### config.mk
export PLATFORM = sky130hd
export DESIGN_NAME = eci_queue
export DESIGN_NICKNAME = d
export VERILOG_FILES = /design/src/eci_pkg.sv /design/src/eci_queue.sv
export SDC_FILE = /design/constraint.sdc
export NUM_CORES = 1
export LEC_CHECK = 0
export BUFFER_PORTS_ARGS = -buffer_cell sky130_fd_sc_hd__buf_2
export CAP_MARGIN = 20
export CORE_MARGIN = 1
export CORE_UTILIZATION = 56
export DETAILED_ROUTE_END_ITERATION = 6
export GPL_ROUTABILITY_DRIVEN = 0
export PLACE_DENSITY_LB_ADDON = 0.15
export SYNTH_ARGS = -nofsm -noshare
export SYNTH_HDL_FRONTEND = slang
export SYNTH_SLANG_ARGS = --single-unit
### constraint.sdc
create_clock -name i_clk -period 11.83 [get_ports i_clk]
set_input_delay 1.183 -clock i_clk [delete_from_list [all_inputs] [get_ports i_clk]]
set_output_delay 1.183 -clock i_clk [all_outputs]
set_load 0.05 [all_outputs]
### src/eci_pkg.sv
// ----------------------------------------------------------------------------
// eci_pkg
// Shared types, codes and fixed-point helpers of the easing curve interpolator.
// ----------------------------------------------------------------------------
package eci_pkg;

    localparam int FRAC_BITS = 16;
    localparam int TW        = FRAC_BITS + 1;          // width of t, w and s
    localparam int VW        = 32;                     // endpoint width
    localparam logic [TW-1:0] ONE  = TW'(1) << FRAC_BITS;
    localparam logic [TW-1:0] HALF = TW'(1) << (FRAC_BITS - 1);

    // curve mode codes at the port
    localparam logic [3:0] MODE_EASEIN      = 4'd0;
    localparam logic [3:0] MODE_EASEOUT     = 4'd1;
    localparam logic [3:0] MODE_FLAT        = 4'd2;
    localparam logic [3:0] MODE_LINEAR      = 4'd3;
    localparam logic [3:0] MODE_SHARPIN     = 4'd4;
    localparam logic [3:0] MODE_SHARPOUT    = 4'd5;
    localparam logic [3:0] MODE_SHARPSMOOTH = 4'd6;
    localparam logic [3:0] MODE_SMOOTH      = 4'd7;
    localparam logic [3:0] MODE_SOFTIN      = 4'd8;
    localparam logic [3:0] MODE_SOFTOUT     = 4'd9;
    localparam logic [3:0] MODE_SOFTSMOOTH  = 4'd10;

    // curve class after decode
    typedef enum logic [3:0] {
        CRV_ZERO, CRV_FLAT, CRV_LINEAR, CRV_IN4, CRV_OUT4, CRV_IN8, CRV_OUT6,
        CRV_IN2, CRV_OUT2, CRV_SHARPSM, CRV_SMOOTH, CRV_SOFTSM
    } t_curve;

    // classified request passed from front to back
    typedef struct packed {
        t_curve                curve;
        logic                  lo;      // t below one half
        logic [TW-1:0]         t;
        logic [TW-1:0]         w;
        logic signed [VW-1:0]  x0;
        logic signed [VW-1:0]  x1;
    } t_item;

    // rounded unsigned product of two values no larger than one
    function automatic logic [TW-1:0] mulq(input logic [TW-1:0] a,
                                           input logic [TW-1:0] b);
        logic [2*TW-1:0] p;
        p = (2*TW)'(a) * (2*TW)'(b) + (2*TW)'(HALF);
        return p[FRAC_BITS +: TW];
    endfunction

    // (x + 1) >> 1
    function automatic logic [TW-1:0] halfq(input logic [TW-1:0] x);
        logic [TW:0] s;
        s = {1'b0, x} + (TW+1)'(1);
        return s[TW:1];
    endfunction

    // rounded scaled magnitude (mag * s + half) >> frac
    function automatic logic [VW-1:0] rndq(input logic [VW+TW-1:0] p);
        logic [VW+TW-1:0] s;
        s = p + (VW+TW)'(HALF);
        return s[FRAC_BITS +: VW];
    endfunction

    // a plus or minus r
    function automatic logic signed [VW-1:0] applyq(input logic signed [VW-1:0] a,
                                                    input logic neg,
                                                    input logic [VW-1:0] r);
        logic [VW:0] s;
        s = neg ? ({a[VW-1], a} - {1'b0, r}) : ({a[VW-1], a} + {1'b0, r});
        return s[VW-1:0];
    endfunction

endpackage

### src/eci_queue.sv
// ----------------------------------------------------------------------------
// eci_queue
// Two-entry request queue between front and back.
// ----------------------------------------------------------------------------
module eci_queue (
    input  logic            i_clk,
    input  logic            i_rst_n,
    input  logic            i_push,
    input  eci_pkg::t_item  i_item,
    input  logic            i_pop,
    output logic            o_full,
    output logic            o_empty,
    output eci_pkg::t_item  o_item
);

    eci_pkg::t_item  r_mem [2];
    logic            r_wp;
    logic            r_rp;
    logic [1:0]      r_cnt;

    assign o_full  = r_cnt == 2'd2;
    assign o_empty = r_cnt == 2'd0;
    assign o_item  = r_mem[r_rp];

    // pointers and fill count
    always_ff @(posedge i_clk) begin
        if (!i_rst_n) begin
            r_wp  <= 1'b0;
            r_rp  <= 1'b0;
            r_cnt <= 2'd0;
        end else begin
            if (i_push) r_wp <= ~r_wp;
            if (i_pop)  r_rp <= ~r_rp;
            r_cnt <= r_cnt + 2'(i_push) - 2'(i_pop);
        end
    end

    // storage
    always_ff @(posedge i_clk) begin
        if (i_push) begin
            r_mem[r_wp] <= i_item;
        end
    end

endmodule

Word-level counts from Yosys, hierarchy flattened --
Memories as Yosys holds them, arrays and structs flattened. A register that Yosys moved wholly into a read port is not among the register bits. Index checks and enable logic that the tools add are counted.
Word-level totals: memory bits (writable) 206, memories kept 1, register bits after elaboration 4, word-level logic and storage cells 14
Cells by class: eq/ne operators 1, bitwise logic cells 2, muxes and demuxes 4, reductions and logical operators 1, add/sub/neg operators 2
Memories:
- r_mem | depth 2, width 103, rd ports 1, clocked after memory_dff 1, wr ports 1, line eci_queue.sv:16 | eci_pkg::t_item r_mem [2];
Operators by type and width (number):
- two-way mux 1 bit | 4
- adder 2 x 1 -> 2 bit | 1
- equality test 2 bit (second input constant) | 1
- zero test 2 bit | 1
- inverter 1 bit | 2
- subtractor 2 x 1 -> 2 bit | 1

Depth between registers and ports, before layout --
depth after elaboration 3, gate-level depth with buffers 6, gate-level depth less buffers 6

Worst setup path after synthesis --
OpenSTA, ideal clock, no wires.
path kind input to register, start point input i_push, end point memory r_mem[0][0] (netlist name), enable pin, buffers on the path 0, data required time 11.252 ns, data arrival time 5.694 ns, slack 5.557 ns, stages on the path 1, cell sequence nor2b_1
Between the ends: cells in the longest elaborated chain, start to end 2
Ends and longest elaborated chain:
- start: declaration | line eci_queue.sv:8 | input logic i_push,
- two-way mux 1 bit | line eci_queue.sv:40 | if (i_push) begin
- two-way mux 1 bit (not written as such) | line eci_queue.sv:41 | r_mem[r_wp] <= i_item;
- end: declaration | line eci_queue.sv:16
Every way passes these cells.

==> run_results.csv <==
group,metric,value,unit
power,clock_power_share,35.9,%
timing,setup_tns,0,ns
power,swShare,26.07,%
grt,grtUsageTotal,18.88,%
power,pwr-share-comb,15.5,%
setup_path,max_stage_delay,0.78,ns
timing,fmax,262.9,MHz
min_path,whs_path_depth,2,
die,die-width,119.1,um
timing,setup_viol,0,
clock_tree,clk_pin_slew_worst_paths,0.06,ns
die,io-pin-count,212,
timing,maxSlewViolCount,0,
grt,grt_overflow,0,
die,core,13300,um^2
grt,grt_max_degree,75,
yosys,syn_inst,341,
timing,relSlewSlack,33.39,%
die,start_util,57.71,%
drt,drt_first_pass_iters,4,
timing,hold_violations,0,
drt,wl_per_cell,17.66,um
setup_path,cp-start-kind,"flip-flop",
setup_path,cp-end-kind,"output pin",
drt,via_per_inst,5.090,
grt,antenna_found_initial,2,
setup_path,crit_path_max_fanout,74,
clock_tree,clock_sinks,211,
setup_path,crit_family,"buffers and inverters",
setup_path,worstPathRequired,10.65,ns
power,powerDensity,188.6,nW/um^2
drt,drc,0,
drt,via_count,3863,
setup_path,path_buf_inv,2,
final_layout,multi_input_comb_area,1287,um^2
yosys,synth_cell_types,14,
yosys,syn-num-nets,450,
clock_tree,cts_made_buffers,21,
min_path,hp-start,"r_rp",
final_layout,register_area,6290,um^2
yosys,synth_top_area_share,80.63,%
place,pre_cts_ws,8.504,ns
drt,routed_wl,13400,um
yosys,synthTopCellsByArea,"edfxtp_1, mux2_2, dfxtp_1",
power,seqPwrFrac,48.6,%
clock_tree,cts_htree_levels,1,
clock_tree,cts_tree,"yes",
timing,fin_crit_sh,32.15,%
flow_run,maxCapViolations,0,
timing,fin_hold_ws,0.5772,ns
timing,worst_slew_pin_slew,0.9991,ns
timing,period_minus_slack,3.804,ns
setup_path,path_class,"flip-flop to output pin",
timing,worst_clock_skew,0.003958,ns
clock_tree,post_cts_resized,0,
final_layout,nFillCells,861,
power,power.leakage,3.613,nW
timing,rsz0062_at_grt,"no",
die,rows,42,
yosys,ys_ff_latch,211,
final_layout,final_nets,677,
setup_path,path_cells,"buf_4 -> mux2_2 -> buf_2",
grt,grt_pass1_vias,4057,
die,die_y,119.1,um
power,power,1.806,mW
setup_path,r2r-start,"r_wp",
power,p_sw,470.8,uW
die,die_area,14170,um^2
yosys,synth_area,7672,um^2
yosys,yosysWarnings,0,
clock_tree,cts_setup_buffers,0,
clock_tree,cts_root_buf,"clkbuf_16",
setup_path,slowest_stage,"buf_4",
clock_tree,cts_max_path_buffers,3,
outcome,status,"finished clean",
grt,grt_pass1_wl,20450,um
yosys,synth_area_per_cell,22.50,um^2
final_layout,synthToLayoutAreaGrowth,24.79,%
setup_path,r2r_cells,2,
min_path,hp-class,"flip-flop to flip-flop",
power,ir_drop,0.0001681,V
yosys,yosys.area.top_type,"edfxtp_1",
setup_path,arrival,2.62,ns
place,hpwl,8682,um
timing,setup_slack,8.026,ns
yosys,synth-seq-area-share,81.93,%
setup_path,path_depth,3,
clock_tree,clk_latency,0.48,ns
drt,postRouteAntennaNets,0,
drt,drt_iter0_markers,205,
place,io_buffers,211,
power,intPower,1.335,mW
clock_tree,postCtsHoldBufs,0,
final_layout,drive_gt1_share,60.59,%
==> layout by cell type, fill, tap and decap left out, drive strengths merged <==
master,Yosys,layout
and2,4,4
buf,11,215
bufinv,0,3
clkbuf,0,22
clkinv,0,8
clkinvlp,0,2
dfxtp,5,5
diode,0,2
edfxtp,206,206
ha,2,2
inv,2,3
mux2,103,103
nor2,1,1
nor2b,4,4
o21a,1,1
xnor3,1,1
xor2,1,1
==> state kept, by name, indices dropped and copies added (netlist names), named ones only <==
| signal | flops |
|---|---|
| r_cnt | 2 |
| r_mem | 206 |
| r_rp | 1 |
| r_wp | 1 |
==> routing by layer <==
layer / global-route usage (%) / up-vias / part of all wire (%)
met5: 0 / - / 0
met4: 6.804 / 0 / 2.9
met3: 7.136 / 33 / 9.5
met2: 31.90 / 155 / 49
met1: 21.97 / 1862 / 38
li1: - / 1813 / -
==> path summary, 6_finish.rpt <==
| path | endpoint | slack, ns |
|---|---|---|
| setup reg to reg | r_mem[1][63] | 9.72 |
| hold / removal | flip-flop | 0.58 |
| setup / recovery | o_item[15] | 8.03 |
| hold reg to reg | flip-flop | 0.58 |
==> tightest hold or removal path, delay by kind of cell (launching register included) <==
kind | cells | cell delay [ns]
XOR/XNOR | 1 | 0.07
AND/OR/NAND/NOR | 1 | 0.15
flip-flops | 1 | 0.32
==> power groups by stage <==
| stage | sequential (mW) | clock, mW | combinational (mW) |
|---|---|---|---|
| finish | 0.878 | 0.648 | 0.280 |
| detailed placement | 0.894 | 0 | 0.281 |
| floorplan | 0.891 | 0 | 0.219 |
| CTS | 0.879 | 0.662 | 0.283 |
| global placement | 0.892 | 0 | 0.278 |
| global route | 0.882 | 0.689 | 0.292 |
==> synthesized netlist by cell type <==
cell type	number
xnor3_1	1
mux2_2	103
buf_6	7
inv_1	2
nor2b_1	4
buf_4	1
xor2_1	1
and2_1	4
dfxtp_1	5
edfxtp_1	206
buf_2	3
ha_1	2
nor2_1	1
o21a_1	1
==> final cells by class <==
| class | count | share of cell area (%) |
|---|---|---|
| Tap cell | 176 | 2.300 |
| Inverter | 2 | 0.07841 |
| Timing Repair Buffer | 215 | 11.34 |
| Sequential cell | 211 | 65.70 |
| Antenna cell | 2 | 0.05227 |
| Multi-Input combinational cell | 117 | 13.45 |
| Clock buffer | 22 | 5.528 |
| Clock inverter | 14 | 1.555 |
==> per-stage QoR <==
stage	instance area [um^2]	std cells	utilization, %
floorplan	7672	341	-
global placement	8891	721	66.87
detailed placement	8891	721	66.87
CTS	9569	757	71.97
global route	9572	758	71.99
finish	9574	759	72.01
==> logic make-up (layout without fill, tap and decap cells) <==
group | Yosys count | count (layout) | synth area share, %
buffers and inverters | 13 | 253 | 1.419
AND/OR/NAND/NOR | 9 | 9 | 0.7011
adder cells (fa/ha/maj) | 2 | 2 | 0.3261
other | 0 | 2 | 0
multiplexers | 103 | 103 | 15.12
flip-flops | 211 | 211 | 81.93
AO/OA/AOI/OAI | 1 | 1 | 0.09788
XOR/XNOR | 2 | 2 | 0.4077
No activity file was read; power rests on OpenSTA's default activity.
