--- config.mk ---
export PLATFORM = sky130hd
export DESIGN_NAME = eci_front
export DESIGN_NICKNAME = d
export VERILOG_FILES = /design/src/eci_pkg.sv /design/src/eci_front.sv
export SDC_FILE = /design/constraint.sdc
export NUM_CORES = 1
export LEC_CHECK = 0
export ABC_AREA = 1
export BUFFER_PORTS_ARGS = -buffer_cell sky130_fd_sc_hd__buf_2
export CAP_MARGIN = 25
export CORE_ASPECT_RATIO = 0.7
export CORE_MARGIN = 2
export CORE_UTILIZATION = 47
export CTS_CLUSTER_DIAMETER = 30
export DETAILED_ROUTE_END_ITERATION = 16
export HOLD_SLACK_MARGIN = 0.06
export PLACE_DENSITY = 0.84
export SYNTH_ARGS = -nofsm -noshare
export SYNTH_HDL_FRONTEND = slang
export SYNTH_SLANG_ARGS = --single-unit
--- constraint.sdc ---
create_clock -name i_clk -period 1.5 [get_ports i_clk]
set_input_delay 0.15 -clock i_clk [delete_from_list [all_inputs] [get_ports i_clk]]
set_output_delay 0.15 -clock i_clk [all_outputs]
set_load 0.05 [all_outputs]
--- src/eci_pkg.sv ---
// ----------------------------------------------------------------------------
// eci_pkg
// Shared types, codes and fixed-point helpers of the easing curve interpolator.
// ----------------------------------------------------------------------------
package eci_pkg;

    localparam int FRAC_BITS = 16;
    localparam int TW        = FRAC_BITS + 1;          // width of t, w and s
    localparam int VW        = 32;                     // endpoint width
    localparam logic [TW-1:0] ONE  = TW'(1) << FRAC_BITS;
    localparam logic [TW-1:0] HALF = TW'(1) << (FRAC_BITS - 1);

    // curve mode codes at the port
    localparam logic [3:0] MODE_EASEIN      = 4'd0;
    localparam logic [3:0] MODE_EASEOUT     = 4'd1;
    localparam logic [3:0] MODE_FLAT        = 4'd2;
    localparam logic [3:0] MODE_LINEAR      = 4'd3;
    localparam logic [3:0] MODE_SHARPIN     = 4'd4;
    localparam logic [3:0] MODE_SHARPOUT    = 4'd5;
    localparam logic [3:0] MODE_SHARPSMOOTH = 4'd6;
    localparam logic [3:0] MODE_SMOOTH      = 4'd7;
    localparam logic [3:0] MODE_SOFTIN      = 4'd8;
    localparam logic [3:0] MODE_SOFTOUT     = 4'd9;
    localparam logic [3:0] MODE_SOFTSMOOTH  = 4'd10;

    // curve class after decode
    typedef enum logic [3:0] {
        CRV_ZERO, CRV_FLAT, CRV_LINEAR, CRV_IN4, CRV_OUT4, CRV_IN8, CRV_OUT6,
        CRV_IN2, CRV_OUT2, CRV_SHARPSM, CRV_SMOOTH, CRV_SOFTSM
    } t_curve;

    // classified request passed from front to back
    typedef struct packed {
        t_curve                curve;
        logic                  lo;      // t below one half
        logic [TW-1:0]         t;
        logic [TW-1:0]         w;
        logic signed [VW-1:0]  x0;
        logic signed [VW-1:0]  x1;
    } t_item;

    // rounded unsigned product of two values no larger than one
    function automatic logic [TW-1:0] mulq(input logic [TW-1:0] a,
                                           input logic [TW-1:0] b);
        logic [2*TW-1:0] p;
        p = (2*TW)'(a) * (2*TW)'(b) + (2*TW)'(HALF);
        return p[FRAC_BITS +: TW];
    endfunction

    // (x + 1) >> 1
    function automatic logic [TW-1:0] halfq(input logic [TW-1:0] x);
        logic [TW:0] s;
        s = {1'b0, x} + (TW+1)'(1);
        return s[TW:1];
    endfunction

    // rounded scaled magnitude (mag * s + half) >> frac
    function automatic logic [VW-1:0] rndq(input logic [VW+TW-1:0] p);
        logic [VW+TW-1:0] s;
        s = p + (VW+TW)'(HALF);
        return s[FRAC_BITS +: VW];
    endfunction

    // a plus or minus r
    function automatic logic signed [VW-1:0] applyq(input logic signed [VW-1:0] a,
                                                    input logic neg,
                                                    input logic [VW-1:0] r);
        logic [VW:0] s;
        s = neg ? ({a[VW-1], a} - {1'b0, r}) : ({a[VW-1], a} + {1'b0, r});
        return s[VW-1:0];
    endfunction

endpackage

--- src/eci_front.sv ---
// ----------------------------------------------------------------------------
// eci_front
// Accepts requests, saturates phase and weight, and classifies the mode.
// ----------------------------------------------------------------------------
module eci_front (
    input  logic                         i_clk,
    input  logic                         i_rst_n,
    input  logic                         i_take,
    input  logic [3:0]                   i_curve_mode,
    input  logic signed [eci_pkg::VW-1:0] i_start_value,
    input  logic signed [eci_pkg::VW-1:0] i_end_value,
    input  logic [eci_pkg::TW-1:0]       i_phase,
    input  logic [eci_pkg::TW-1:0]       i_weight,
    input  logic                         i_q_full,
    output logic                         o_hold,
    output logic                         o_push,
    output eci_pkg::t_item               o_item
);

    logic            r_vld;
    eci_pkg::t_item  r_item;
    eci_pkg::t_item  n_item;

    // front register drains whenever the queue has room
    assign o_hold = r_vld && i_q_full;
    assign o_push = r_vld && !i_q_full;
    assign o_item = r_item;

    // classify request
    always_comb begin
        n_item.x0 = i_start_value;
        n_item.x1 = i_end_value;
        n_item.t  = (i_phase  > eci_pkg::ONE) ? eci_pkg::ONE : i_phase;
        n_item.w  = (i_weight > eci_pkg::ONE) ? eci_pkg::ONE : i_weight;
        n_item.lo = n_item.t < eci_pkg::HALF;
        unique case (i_curve_mode)
            eci_pkg::MODE_EASEIN:      n_item.curve = eci_pkg::CRV_IN4;
            eci_pkg::MODE_EASEOUT:     n_item.curve = eci_pkg::CRV_OUT4;
            eci_pkg::MODE_FLAT:        n_item.curve = eci_pkg::CRV_FLAT;
            eci_pkg::MODE_LINEAR:      n_item.curve = eci_pkg::CRV_LINEAR;
            eci_pkg::MODE_SHARPIN:     n_item.curve = eci_pkg::CRV_IN8;
            eci_pkg::MODE_SHARPOUT:    n_item.curve = eci_pkg::CRV_OUT6;
            eci_pkg::MODE_SHARPSMOOTH: n_item.curve = eci_pkg::CRV_SHARPSM;
            eci_pkg::MODE_SMOOTH:      n_item.curve = eci_pkg::CRV_SMOOTH;
            eci_pkg::MODE_SOFTIN:      n_item.curve = eci_pkg::CRV_IN2;
            eci_pkg::MODE_SOFTOUT:     n_item.curve = eci_pkg::CRV_OUT2;
            eci_pkg::MODE_SOFTSMOOTH:  n_item.curve = eci_pkg::CRV_SOFTSM;
            default:                   n_item.curve = eci_pkg::CRV_ZERO;
        endcase
    end

    // request register
    always_ff @(posedge i_clk) begin
        if (!i_rst_n) begin
            r_vld <= 1'b0;
        end else if (i_take) begin
            r_vld <= 1'b1;
        end else if (o_push) begin
            r_vld <= 1'b0;
        end
    end

    always_ff @(posedge i_clk) begin
        if (i_take) begin
            r_item <= n_item;
        end
    end

endmodule

Yosys cells after proc, flatten, opt, wreduce, memory -nomap -nowiden. Memories as Yosys holds them, arrays and structs flattened. A register that Yosys moved wholly into a read port is not among the register bits. Cells that the tools add are included. Widths: inputs -> output; s select.

Register bits after elaboration: 100. Bits in read-only memories: 64. Input port bits: 106. Output and inout port bits: 105. Logic and storage cells: 17. Memories kept: 1.

$lt $le $gt $ge: 3. Mux-type cells: 3. Reductions and logical operators: 4.

Memories: (name not given) (depth 16, width 4, read ports 1, clocked after memory_dff 1, write ports 0, line eci_front.sv:36) `unique case (i_curve_mode)`.

Operators by type and width (count): $gt 17x17->1 const B (2); $lt 17x16->1 const B (1); $mux 17 (1); $logic_and 1x1->1 (2); $mux 1 (2); $reduce_bool 2->1 (1); $logic_not 1->1 (1).

Longest topological paths before layout.
Depth after elaboration: 4. Gate-level depth with buffers: 7. Depth with buffers taken out: 7.

Least setup slack after synthesis. OpenSTA, ideal clock, no wires.

Kind: flip-flop to output port. Start: register r_vld. End: output port o_push. Arrival time: 0.984 ns. Data required time: 1.350 ns. Path slack: 0.366 ns. Stages on the path, launching flop included: 3. Path buffers: 0. Path through: dfxtp_1 -> inv_1 -> nor2_1.

Longest elaborated chain between the ends: 1.

RTL lines: start: declaration (line eci_front.sv:20) `logic r_vld;`; start signal: assignment (line eci_front.sv:55) `r_vld <= 1'b0;`; start signal: assignment (line eci_front.sv:57) `r_vld <= 1'b1;`; start signal: assignment (line eci_front.sv:59) `r_vld <= 1'b0;`; $logic_and 1x1->1 (line eci_front.sv:26) `assign o_push = r_vld && !i_q_full;`; end: declaration (line eci_front.sv:16) `output logic o_push,`.

Every way passes these cells.

Worst setup path after layout. Ends and elaborated chain as after synthesis.

==> flow_metrics.tcl <==
set metrics [dict create \
    rows 27 \
    first_pass_iters 4 \
    p_switching_uw 2260 \
    ys_seq_area_frac 0.816 \
    r2r_start "r_vld" \
    timing.final.crit_share 0.797 \
    die_w_um 112 \
    end_kind "primary output" \
    cell_internal_pwr_uw 5180 \
    routed_via_density 4.70 \
    ys_types 20 \
    grt_overflow 0 \
    num_antenna_cells 0 \
    timing.rr.end "r_vld" \
    chipHeight_um 79.4 \
    min_path_type "input pin to flip-flop" \
    worst_pin_slew_ns 0.497 \
    hold_slack_ns 0.123 \
    setup_viol_count_final 0 \
    p_per_area_nw_per_um2 1250 \
    vdd.ir_drop.worst_v 0.00119 \
    ios 211 \
    worst-setup-path-type "flip-flop to primary output" \
    dp_hpwl_mm 6.59 \
    cp.required_ns 1.35 \
    drc 0 \
    start_kind "flip-flop" \
    pwr-share-clk 0.320 \
    clock_sinks 104 \
    final_antenna_net_count 0 \
    first_global_vias 3019 \
    start_util 0.485 \
    gp_congestion 0.746 \
    fmax_mhz 837 \
    power.total_uw 7440 \
    share_comb_of_total_power 0.206 \
    mostFrequentLayoutCells "209 x buf_2, 103 x edfxtp_1, 65 x dlygate4sd3_1" \
    port_buffers 210 \
    slew_headroom 0.669 \
    seqPwrFrac 0.474 \
    grt_pass1_wl_mm 16.0 \
    wl_mm 10.9 \
    rsz0062_at_grt "no" \
    grtUsageTotal 0.245 \
    cts_tree "yes" \
    syn_area_um2 3810 \
    rr_worst_depth 3 \
    p_sw_frac 0.303 \
    yosys_warnings 0 \
    slew_viol_final 0 \
    synth-seq-cells 104 \
    antenna_found_initial 0 \
    syn_avg_cell_area_um2 16.4 \
    crit_arrival_ns 1.05 \
    syn2layout_area_growth_pct 55.5 \
    clk_pin_slew_ns 0.07 \
    core-area_um2 7870 \
    post_drt_wl_per_cell_um 17.6 \
    max_cap_violations 0 \
    clock_skew_ns 0 \
    crit_end "o_push" \
    vias 2907 \
    cts_root_buf "clkbuf_16" \
    postCtsResizedCells 0 \
    tns_ns 0 \
    fin_crit_ns 1.20 \
    htree_num_levels 3 \
    clk_latency_ns 0.34 \
    die-area_um2 8860 \
    drt_iter0_markers 180 \
    run_status "finished clean" \
    synth_nets 341 \
    drive_gt1_frac 0.489 \
    hold_depth 2 \
    clock_path_buffers 2 \
    cts_buffers 9 \
    final_common_cell "buf_2" \
    syn_inst 232 \
    place_ws_ns 0.256 \
    critPathLaunch "r_vld" \
    grt_max_degree 59 \
    ff2ff_setup_slack_ns 0.83 \
    crit_fanout 2 \
    leakage_uw 0.00265 \
    finalNetCount 621 \
    setup_slack_ns 0.305 \
    hold_viol 0 \
]
[logic make-up (layout without fill, tap and decap cells)]
| group | after synthesis | after routing | share of synthesized area |
|---|---|---|---|
| and+or+nand+nor | 40 | 40 | 0.0462 |
| buffers and inverters | 47 | 332 | 0.0538 |
| DFF | 104 | 104 | 0.816 |
| AOI/OAI and AO/OA | 38 | 38 | 0.0741 |
| adders and majority gates | 3 | 3 | 0.00984 |
[how the worst min path moves through the flow]
stage,start,to
finish,i_phase[15],o_item[98]
global route,i_weight[12],o_item[76]
CTS,i_phase[15],o_item[98]
detailed placement,i_start_value[21],o_item[53]
global placement,i_end_value[20],o_item[20]
floorplan,i_end_value[0],o_item[0]
[power groups by stage]
stage	Combinational [µW]	Clock, µW	Sequential, µW
after floorplan	115	0	4380
after global placement	1350	0	3560
after detailed placement	1380	0	3570
after CTS	1520	2410	3510
after global routing	1590	2520	3540
final	1530	2380	3520
[layer usage]
layer	vias up	GRT usage	part of all wire
met3	22	0.0858	0.089
li1	1366	-	-
met1	1348	0.274	0.37
met4	0	0.0877	0.024
met2	171	0.440	0.52
met5	-	0	0
[synthesized netlist by cell type]
library cell | instances | area (µm²)
nand2_4 | 1 | 11.3
nor2_2 | 3 | 18.8
o21ai_0 | 3 | 15.0
a21oi_4 | 2 | 32.5
buf_2 | 4 | 20.0
nand2_1 | 13 | 48.8
buf_12 | 1 | 20.0
nor2_4 | 1 | 11.3
edfxtp_1 | 103 | 3090
nand3_1 | 1 | 5.00
dfxtp_1 | 1 | 20.0
a21oi_2 | 18 | 158
buf_6 | 1 | 11.3
nor2_1 | 20 | 75.1
nand2_2 | 1 | 6.26
ha_1 | 3 | 37.5
a21oi_1 | 14 | 70.1
clkbuf_1 | 2 | 7.51
o21a_1 | 1 | 7.51
inv_1 | 39 | 146
[area by class of cell]
class	count	area, µm²
Sequential cell	104	3110
Fill cell	485	1940
Timing Repair Buffer	277	1740
Multi-Input combinational cell	81	497
Clock buffer	10	229
Inverter	39	146
Tap cell	101	126
Clock inverter	6	76.3
[critical path, stage by stage, from the launching register on]
cell and delay (ns):
dfxtp_1 0.33, inv_1 0.04, nor2_1 0.07, buf_2 0.26
[timing repair]
| item | CTS | global route |
|---|---|---|
| buffers inserted | 0 | 0 |
| hold buffers | 65 | 0 |
| hold endpoints to repair | 65 | 0 |
[per-stage QoR]
step | area [µm²] | instances | util
finish | 5930 | 618 | 0.754
global route | 5930 | 618 | 0.754
CTS | 5930 | 618 | 0.754
floorplan | 3810 | 232 | -
global placement | 4980 | 537 | 0.632
detailed placement | 4980 | 537 | 0.632
[sequential cells by signal, indices dropped and copies added, names as in the netlist]
signal	count
r_vld	1
o_item	103
Note: power is estimated with default switching activity, not from simulation.
